$ cat config.mk
export PLATFORM = sky130hd
export DESIGN_NAME = cvtt_ram
export DESIGN_NICKNAME = d
export VERILOG_FILES = /design/src/rtl/cvtt_ram.sv
export SDC_FILE = /design/constraint.sdc
export NUM_CORES = 1
export LEC_CHECK = 0
export ABC_AREA = 1
export BUFFER_PORTS_ARGS = -buffer_cell sky130_fd_sc_hd__buf_4
export CAP_MARGIN = 20
export CORE_MARGIN = 2
export CORE_UTILIZATION = 60
export DETAILED_ROUTE_END_ITERATION = 7
export PLACE_DENSITY = 0.77
export SLEW_MARGIN = 20
export SYNTH_ARGS = -nofsm -noshare
export SYNTH_HDL_FRONTEND = slang
export SYNTH_SLANG_ARGS = --single-unit
$ cat constraint.sdc
create_clock -name clk -period 3.8 [get_ports clk]
set_input_delay 0.95 -clock clk [delete_from_list [all_inputs] [get_ports clk]]
set_output_delay 0.95 -clock clk [all_outputs]
set_load 0.01 [all_outputs]
$ cat src/rtl/cvtt_ram.sv
// ----------------------------------------------------------------------------
// cvtt_ram: generic single-write, single-read RAM
// One write port, one read port with registered read data.
// ----------------------------------------------------------------------------
`default_nettype none

module cvtt_ram #(
  parameter int WIDTH = 8,
  parameter int DEPTH = 32
) (
  input  wire logic                     clk,
  input  wire logic                     we,
  input  wire logic [$clog2(DEPTH)-1:0] waddr,
  input  wire logic [WIDTH-1:0]         wdata,
  input  wire logic [$clog2(DEPTH)-1:0] raddr,
  output logic      [WIDTH-1:0]         rdata
);

  logic [WIDTH-1:0] mem [DEPTH];

  always_ff @(posedge clk) begin
    if (we) begin
      mem[waddr] <= wdata;
    end
    rdata <= mem[raddr];
  end

endmodule

`default_nettype wire
; Yosys cells after proc, flatten, opt, wreduce, memory -nomap -nowiden
; Memory sizes are Yosys's and may differ from the RTL's. A register that Yosys moved wholly into a read port is not among the register bits.
; Cells that the tools add are included.
[word_totals]
regBits = 0
latchBits = 0
ramBits = 256
romBits = 0
in_bits = 20
memories = 1
[mem_list]
columns = name, words, word_bits, read_ports, rd_ports_with_merged_regs, write_ports, line
row1 = mem, 32, 8, 1, 1, 1, 19  ; logic [WIDTH-1:0] mem [DEPTH];
[op_classes]
add_sub_neg = 0
multipliers = 0
div = 0
magnitude_cmp = 0
n_eq_ne = 0
shift = 0
mux = 2
bitwise_logic = 0
n_reduce_logical = 0
[op_table]
columns = cell, n
row1 = 2-to-1 mux 1 bit, 2

; Longest topological paths before layout
; Gate-level depths: netlist (run 1).
[logic_depth]
ltp_word = 2
ltp_mapped = 11
mapped_depth_nobuf = 9

; Worst setup path before layout (run 1)
; No wires, ideal clock.
[synth_path]
kind = in2reg
startpoint = input waddr[0]
endpoint = memory mem[0][0], enable pin
arrival_time_ns = 1.614
required_ns = 3.430
path_slack_ns = 1.816
path_stages = 3
n_path_buf = 0
path_cell_list = inv_1 > nand3_1 > nor2_1
[synth_lines]
columns = item, line
row1 = "start, declared", 13  ; input wire logic [$clog2(DEPTH)-1:0] waddr,
row2 = "end, declared", 19
; Straight into the memory's write port.

==> metrics.md, run 1 <==
| Metric | Value |
|---|---|
| Rel. slew slack | 40.3% |
| Post-synthesis sequential area ratio | 72.8% |
| # port buffers | 27 |
| First-pass GRT wire length | 36000 microns |
| Synth Instances | 922 |
| Power per Cell Area | 515 mW/mm^2 |
| Multi-input gate area in the final layout | 0.00249 sq mm |
| RSZ-0062 raised after global routing | no |
| Met1 GRT Util | 35.1% |
| CP endpoint kind | flop |
| Register area | 0.00785 sq mm |
| Critical Path End | rdata[4]$_DFF_P_ |
| Site Rows | 49 |
| Worst reg-to-reg path cell count | 8 |
| Drt initial violations | 722 |
| Synth-to-layout area growth | 9.50% |
| Syn_nets | 942 |
| Dpl ws | 1010 ps |
| Clock buffer count from CTS | 26 |
| Grt peak-use layer | met2 |
| Post-Route Utilization | 66.4% |
| Mapped cell area | 0.0108 sq mm |
| Setup Buffers After CTS | 0 |
| Initial antenna violation count | 0 |
| Final setup TNS | 0 ps |
| Final Max Tran Viols | 0 |
| Yosys warns | 0 |
| Die height | 138 microns |
| Critical path arrival | 2770 ps |
| Crit path from | raddr[2] |
| CTS tree | yes |
| Worst min path class | primary input to flop |
| Max Freq | 435 MHz |
| R2r setup slk | 2580 ps |
| RePlAce Congestion | 0.837 |
| Routed WL | 23000 microns |
| Reg-to-Reg Start | mem[29][4]$_DFFE_PP_ |
| Placed insts | 1137 |
| CTS Root Cell | clkbuf_16 |
| M2 GR Usage | 38.9% |
| Run status | finished clean |
| Io pins | 28 |
| Grt met3 use | 4.19% |
| Worst EP required | 4270 ps |
| Share of post-route cells with drive strength above 1 | 7.85% |
| Core area | 0.0178 sq mm |
| Diode count | 0 |
| Most common cell after layout, fill and taps aside | nand2_1 |
| Max_cap viols | 0 |
| Type of the worst setup path | primary input to flop |
| Critical Path Start Type | primary input |
| Fin crit period | 2300 ps |
| Quantity of hold-fixing buffers added after cts | 0 |
| Reg clk slew, reported paths | 60 ps |
| DRT Pass-1 Iters | 5 |
| Layout Cells excl Fill | 1184 |
| Post-DRT Antenna Nets | 0 |
| PnR worst setup slack | 1500 ps |
| Most frequent cells in the layout | nand2_1 (360), edfxtp_1 (256), nand3_1 (204) |
| Total gr overflow | 0 |
| DR vias/cell | 5.80 |
| Vias | 6868 |
| Synth cell types | 12 |
| Die area | 0.0191 sq mm |
| Total global-route track usage | 24.1% |
| Max Root-Sink Buffers | 3 |
| Wire length per cell | 19.4 microns |
| Final nets | 956 |
| Largest net degree at the start of global routing | 129 |
| Final worst-path cycle share | 60.5% |
| HPWL Detailed | 13300 microns |
| Post-synthesis register bit count | 264 |
| Crit path max fanout | 33 |
| Initial Util | 60.7% |
| H-tree Lvls | 1 |
| Peak VDD IR | 0.436 mV |
| Final hold vios | 0 |
| Worst-margin pin slew | 894 ps |
| Synth Area per Inst | 11.7 sq um |
| Die width | 138 microns |
| Number of remaining DRC errors | 0 |
| Clk_lat worst skew | 530 ps |
| # resized after CTS | 0 |
| Reported leakage power | 4.37 nW |
| Setup violators final | 0 |
| Vias in the first global route | 6422 |
| Clock Skews | 6.50 ps |
| Fill cells | 1315 |
| CTS Sinks | 264 |
| R2R Path End | rdata[4]$_DFF_P_ |
-- per-stage QoR --
stage | total power [mW] | instance area, sq um | hold WS (ps)
final | 6.08 | 11800 | 745
after floorplan | 3.55 | 10800 | 688
after global placement | 3.68 | 11000 | 721
after CTS | 6.11 | 11800 | 729
after global routing | 6.26 | 11800 | 748
after detailed placement | 3.69 | 11000 | 726
-- cells by family after synthesis --
kind of cell  synth area share [%]
buf+inv                       4.14
simple gates                  23.1
flops                         72.8
-- final cells by class --
cell class                      count  area share (%)
Sequential cell                   264            66.4
Multi-Input combinational cell    596            21.1
Clock buffer                       40            6.47
Timing Repair Buffer               38            2.73
Tap cell                          229            2.43
Clock inverter                      7           0.498
Inverter                           10           0.328
-- Yosys cell counts --
cell      number  area share, %
dfxtp_1        8            1.5
buf_4          4           0.28
buf_6         24            2.5
nor2_1        32            1.1
inv_1          8           0.28
buf_1          2          0.070
buf_2         15           0.70
edfxtp_1     256             71
nand3_1      204            9.5
nand2_1      360             13
clkbuf_1       7           0.24
inv_2          2          0.070
-- registers in the layout, summed over array words and instances (netlist names) --
name / cells
mem: 256
rdata: 8
-- routing by layer --
metal | up-vias | share of wire (%)
met5 | - | 0
met4 | 0 | 1.6
met3 | 32 | 9.3
met2 | 318 | 48
met1 | 3292 | 41
li1 | 3226 | -
-- critical path, cell delays in order --
cell and delay, ps:
buf_4 240, inv_1 710, buf_4 310, nand3_1 90
nand2_1 60, nand2_1 80, nand2_1 100, nand2_1 110
nand2_1 90
-- how the worst min path moves through the flow --
stage | start | end | depth (start not counted)
after global placement | mem[2][0]$_DFFE_PP_ | rdata[0]$_DFF_P_ | 8
after CTS | raddr[4] | rdata[1]$_DFF_P_ | 3
after global routing | raddr[4] | rdata[3]$_DFF_P_ | 3
after detailed placement | mem[2][5]$_DFFE_PP_ | rdata[5]$_DFF_P_ | 8
final | raddr[4] | rdata[2]$_DFF_P_ | 3
after floorplan | mem[10][0]$_DFFE_PP_ | rdata[0]$_DFF_P_ | 8
-- power by group --
| group | internal [mW] | switching, mW | leakage, nW |
|---|---|---|---|
| clock network | 1.44 | 1.01 | 0.399 |
| registers | 3.24 | 0.0120 | 2.37 |
| logic | 0.109 | 0.273 | 1.59 |
| total | 4.79 | 1.29 | 4.37 |
(Power assumes the default switching activity.)
==> run 2: changes to the inputs <==
==> constraint.sdc (replaced) <==
create_clock -name clk -period 2.2 [get_ports clk]
set_input_delay 0.55 -clock clk [delete_from_list [all_inputs] [get_ports clk]]
set_output_delay 0.55 -clock clk [all_outputs]
set_load 0.01 [all_outputs]
==> run 2 against run 1 <==
  * Via count rose by 2.9%
  * Power rose by 67%
  * Critical path depth fell by 8
  * First-iteration DRC count fell by 8.7%
  * Critical endpoint is now rdata[5]
==> metrics.md, run 2 (synthesis gave the netlist of run 1 again) <==
| Metric | Value |
|---|---|
| Max Root-Sink Buffers | 3 (unchanged) |
| Worst Path Buf+Inv | 1 (was 3) |
| Post-DRT Antenna Nets | 0 (unchanged) |
| Final hold vios | 0 (unchanged) |
| Die height | 138 microns (unchanged) |
| Reg clk slew, reported paths | 60 ps (about the same) |
| DR vias/cell | 5.81 (was 5.80) |
| Max FFs per register | 256 (unchanged) |
| Routed WL | 23800 microns (was 23000 microns) |
| CP max stage delay | 430 ps (was 710 ps) |
| Clock buffer count from CTS | 25 (was 26) |
| # resized after CTS | 0 (unchanged) |
| Fin crit period | 1660 ps |
| Vias | 7068 (was 6868) |
| Clock Skews | 17.0 ps (was 6.50 ps) |
| Power per Cell Area | 845 mW/mm^2 (was 515 mW/mm^2) |
| DRT Pass-1 Iters | 5 (unchanged) |
| Quantity of hold-fixing buffers added after cts | 0 (unchanged) |
| Crit path max fanout | 1 (was 33) |
| Max Freq | 603 MHz |
| RePlAce Congestion | 0.843 (was 0.837) |
| First-pass GRT wire length | 37400 microns (was 36000 microns) |
| Share of post-route cells with drive strength above 1 | 10.9% (was 7.85%) |
| Clk_lat worst skew | 520 ps (was 530 ps) |
| Final setup TNS | 0 ps (unchanged) |
| Core area | 0.0178 sq mm (unchanged) |
| RSZ-0062 raised after global routing | no (unchanged) |
| Total global-route track usage | 25.2% (was 24.1%) |
| Worst EP required | 1650 ps (was 4270 ps) |
| Total gr overflow | 0 (unchanged) |
| Clock share of power | 38.0% (was 40.3%) |
| Slowest CP cell | dfxtp_1 (was inv_1) |
| Register name with the most flops | mem (unchanged) |
| Rel. slew slack | 68.7% (was 40.3%) |
| Switching Share | 21.5% (was 21.2%) |
| Setup violators final | 0 (unchanged) |
| Reported leakage power | 4.54 nW (was 4.37 nW) |
| Max_cap viols | 0 (unchanged) |
| Worst-margin pin slew | 468 ps (was 894 ps) |
| Worst min path class | primary input to flop (unchanged) |
| Diode count | 0 (unchanged) |
| PnR worst setup slack | 542 ps (was 1500 ps) |
| Post-Route Utilization | 67.7% (was 66.4%) |
| CP endpoint kind | output pin (was flop) |
| Peak VDD IR | 0.598 mV (was 0.436 mV) |
| Initial antenna violation count | 0 (unchanged) |
| Post-DP Area | 0.0113 sq mm (was 0.0110 sq mm) |
| Drt initial violations | 659 (was 722) |
| HPWL Detailed | 14300 microns (was 13300 microns) |
| CTS tree | yes (unchanged) |
| Final worst-path cycle share | 75.3% |
| NetSw | 2.19 mW (was 1.29 mW) |
| Biggest regs | mem: 256 flops, rdata: 8 flops (unchanged) |
| Die area | 0.0191 sq mm (unchanged) |
| Run status | finished clean (unchanged) |
| Power share of the combinational group | 6.8% (was 6.3%) |
| Final nets | 993 (was 956) |
| Number of remaining DRC errors | 0 (unchanged) |
| Type of the worst setup path | flop to output pin (was primary input to flop) |
| Die width | 138 microns (unchanged) |
| Setup Buffers After CTS | 0 (unchanged) |
| Final Cell Area | 0.0120 sq mm (was 0.0118 sq mm) |
| Total Power | 10.2 mW (was 6.08 mW) |
| CTS Root Cell | clkbuf_16 (unchanged) |
| CP delay by family, top | flip-flops (was buffers and inverters) |
| # port buffers | 27 (unchanged) |
| CTS Sinks | 264 (unchanged) |
| Synth-to-layout area growth | 11.7% (was 9.50%) |
| Reg power frac | 55.2% (was 53.4%) |
| Critical Path Start Type | flop (was primary input) |
| Vias in the first global route | 6774 (was 6422) |
| Most common cell after layout, fill and taps aside | nand2_1 (unchanged) |
| Site Rows | 49 (unchanged) |
| Largest net degree at the start of global routing | 74 (was 129) |
| Initial Util | 60.7% (unchanged) |
| Critical Path, Cell by Cell | buf_4 (was buf_4 > inv_1 > buf_4 > nand3_1 > nand2_1 > nand2_1 > nand2_1 > nand2_1 > nand2_1) |
| Critical path arrival | 1110 ps (was 2770 ps) |
| Wire length per cell | 19.6 microns (was 19.4 microns) |
| Io pins | 28 (unchanged) |
| Most frequent cells in the layout | nand2_1 (360), edfxtp_1 (256), nand3_1 (204) (unchanged) |
| Dpl ws | 322 ps (was 1010 ps) |
| H-tree Lvls | 1 (unchanged) |
| Power Internal | 7.98 mW (was 4.79 mW) |
| Final Max Tran Viols | 0 (unchanged) |
==> run 2: layout make-up <==
class / count / area, sq um
clock buffers: 32 / 652
clock inverters: 10 / 68.8
fillers: 1274 / 5740
inverters: 10 / 38.8
multi-input cells: 596 / 2490
flip-flops and latches: 264 / 7850
well taps: 229 / 287
repair buffers: 76 / 658
==> run 2: path summary, 6_finish.rpt <==
path | cells after the start | endpoint | start | slack [ps]
worst max-delay path | 1 | rdata[5] | rdata[5]$_DFF_P_ | 540
worst max register to register | 8 | rdata[5]$_DFF_P_ | mem[19][5]$_DFFE_PP_ | 1040
worst min-delay path | 3 | rdata[2]$_DFF_P_ | raddr[4] | 340
worst min register to register | 8 | rdata[4]$_DFF_P_ | mem[6][4]$_DFFE_PP_ | 770
==> run 2: layer usage <==
layer  wire length, microns  GRT usage, %  vias to the layer above
met1                   9410          35.3                     3392
met5                      0             0                        -
met4                    664          8.86                        0
met2                  11700          40.6                      328
met3                   2120          4.64                       57
li1                       -             -                     3291
==> run 2: power groups by stage <==
stage / Combinational [mW] / Sequential, mW / Clock, mW
final: 0.688 / 5.62 / 3.87
after global routing: 0.757 / 5.62 / 4.09
after global placement: 0.671 / 5.72 / 0
after detailed placement: 0.681 / 5.73 / 0
after CTS: 0.684 / 5.62 / 3.90
after floorplan: 0.403 / 5.72 / 0
==> run 2: per-stage QoR <==
step                      std cells  hold slack (ps)
after global placement         1175              745
after floorplan                 922              649
final                          1217              336
after global routing           1217              347
after detailed placement       1175              733
after CTS                      1217              322
==> run 3: changes to the inputs <==
==> constraint.sdc (replaced) <==
create_clock -name clk -period 1.65 [get_ports clk]
set_input_delay 0.4125 -clock clk [delete_from_list [all_inputs] [get_ports clk]]
set_output_delay 0.4125 -clock clk [all_outputs]
set_load 0.01 [all_outputs]
==> run 3 against run 2 <==
  * Flip-flop and latch count did not move
  * Cell count rose by 1.6%
  * Worst setup slack got worse by 390 ps
  * Global-route usage rose by 1.0 points
  * Register-to-register slack got worse by 530 ps
  * Combinational power rose by 40%
  * Clock skew fell by 1.8 ps
  * Sequential share of layout area fell by 1.5 points
==> metrics.md, run 3 (synthesis gave the netlist of run 1 again) <==
| Metric | Value |
|---|---|
| Run status | finished clean (unchanged) |
| Largest net degree at the start of global routing | 56 (was 74) |
| Most frequent cells in the layout | nand2_1 (360), edfxtp_1 (256), nand3_1 (204) (unchanged) |
| Critical Path, Cell by Cell | buf_4 (unchanged) |
| Critical path arrival | 1080 ps (was 1110 ps) |
| Site Rows | 49 (unchanged) |
| Max FFs per register | 256 (unchanged) |
| Placed insts | 1189 (was 1175) |
| Type of the worst setup path | flop to output pin (unchanged) |
| Total gr overflow | 0 (unchanged) |
| Total global-route track usage | 26.2% (was 25.2%) |
| Worst min path class | primary input to flop (unchanged) |
| First-pass GRT wire length | 39000 microns (was 37400 microns) |
| Final Max Tran Viols | 0 (unchanged) |
| Setup Buffers After CTS | 0 (unchanged) |
| CP max stage delay | 400 ps (was 430 ps) |
| PnR worst setup slack | 154 ps (was 542 ps) |
| Initial Util | 60.7% (unchanged) |
| Max Root-Sink Buffers | 3 (unchanged) |
| # port buffers | 27 (unchanged) |
| Synth-to-layout area growth | 14.2% (was 11.7%) |
| Post-DP Area | 0.0115 sq mm (was 0.0113 sq mm) |
| Die area | 0.0191 sq mm (unchanged) |
| Max Freq | 668 MHz |
| Die height | 138 microns (unchanged) |
| Wire length per cell | 20.3 microns (was 19.6 microns) |
| CTS Sinks | 264 (unchanged) |
| Clock buffer count from CTS | 26 (was 25) |
| Worst-margin pin slew | 504 ps (was 468 ps) |
| Layout Cells excl Fill | 1237 (was 1217) |
| Final Cell Area | 0.0123 sq mm (was 0.0120 sq mm) |
| Reg clk slew, reported paths | 60 ps (about the same) |
| Most common cell after layout, fill and taps aside | nand2_1 (unchanged) |
| Total Power | 14.3 mW (was 10.2 mW) |
| CTS tree | yes (unchanged) |
| Vias in the first global route | 7026 (was 6774) |
| DRT Pass-1 Iters | 6 (was 5) |
| Reported leakage power | 4.67 nW (was 4.54 nW) |
| Io pins | 28 (unchanged) |
| RSZ-0062 raised after global routing | no (unchanged) |
| Setup violators final | 0 (unchanged) |
| Core area | 0.0178 sq mm (unchanged) |
| Final nets | 1008 (was 993) |
| Routed WL | 25100 microns (was 23800 microns) |
| Crit path max fanout | 1 (unchanged) |
| Share of post-route cells with drive strength above 1 | 12.7% (was 10.9%) |
| Vias | 7197 (was 7068) |
| Max_cap viols | 0 (unchanged) |
| Critical Path Start Type | flop (unchanged) |
| Initial antenna violation count | 0 (unchanged) |
| Final hold vios | 0 (unchanged) |
| Fin crit period | 1500 ps |
| Rel. slew slack | 66.4% (was 68.7%) |
| CP delay by family, top | flip-flops (unchanged) |
| Quantity of hold-fixing buffers added after cts | 0 (unchanged) |
| Final worst-path cycle share | 90.7% |
| Power per Cell Area | 1160 mW/mm^2 (was 845 mW/mm^2) |
| Drt initial violations | 933 (was 659) |
| Clk_lat worst skew | 530 ps (was 520 ps) |
| Biggest regs | mem: 256 flops, rdata: 8 flops (unchanged) |
| Worst Path Buf+Inv | 1 (unchanged) |
| Slowest CP cell | dfxtp_1 (unchanged) |
| CTS Root Cell | clkbuf_16 (unchanged) |
| HPWL Detailed | 14800 microns (was 14300 microns) |
| DR vias/cell | 5.82 (was 5.81) |
| CP endpoint kind | output pin (unchanged) |
| Diode count | 0 (unchanged) |
| Final setup TNS | 0 ps (unchanged) |
| Die width | 138 microns (unchanged) |
| Peak VDD IR | 0.784 mV (was 0.598 mV) |
| Register name with the most flops | mem (unchanged) |
| Clock Skews | 15.2 ps (was 17.0 ps) |
| Post-DRT Antenna Nets | 0 (unchanged) |
| Dpl ws | -42.2 ps (was 322 ps) |
| Number of remaining DRC errors | 0 (unchanged) |
| H-tree Lvls | 1 (unchanged) |
| Worst EP required | 1240 ps (was 1650 ps) |
| # resized after CTS | 0 (unchanged) |
| RePlAce Congestion | 0.893 (was 0.843) |
==> run 3: cell count changes in the layout (fill, tap and decap cells not counted), sizes merged <==
cell      before  now
clkinv        10    8
buf           76   90
clkbuf        32   34
bufinv         1    3
clkinvlp       0    4
==> run 3: through the flow <==
stage / hold WS [ps] / util (%)
2_1_floorplan: 511 / -
3_3_place_gp: 718 / 64.5
3_5_place_dp: 722 / 64.5
4_1_cts: 174 / 69.3
5_1_grt: 192 / 69.3
6_report: 184 / 69.3
==> run 3: area by class of cell <==
cell class	instances	area (sq um)
clock buffer	34	702
fill	1236	5460
clock inverter	14	153
tap	229	287
timing repair buffer	90	801
sequential	264	7850
inverter	10	38.8
multi-input combinational	596	2490
==> run 3: final timing paths <==
path                                      startpoint  cells past startpoint  slack, ps                to
worst max register to register   mem[3][7]$_DFFE_PP_                      8        510  rdata[7]$_DFF_P_
worst max-delay path                rdata[1]$_DFF_P_                      1        150          rdata[1]
worst min-delay path                        raddr[4]                      3        180  rdata[3]$_DFF_P_
worst min register to register  mem[26][3]$_DFFE_PP_                      8        760  rdata[3]$_DFF_P_
==> run 3: per-layer routing <==
| metal | wire (microns) | global-route usage (%) | share of wire [%] |
|---|---|---|---|
| met1 | 9970 | 36.3 | 40 |
| met2 | 12400 | 44.0 | 49 |
| met3 | 2090 | 4.26 | 8.3 |
| met4 | 636 | 7.30 | 2.5 |
| met5 | 0 | 0 | 0 |
==> run 3: power breakdown <==
group / switching, mW / internal [mW] / leakage [nW]
Clock: 2.42 / 3.47 / 0.400
Combinational: 0.658 / 0.305 / 1.90
Sequential: 0.0376 / 7.45 / 2.37
Total: 3.12 / 11.2 / 4.67
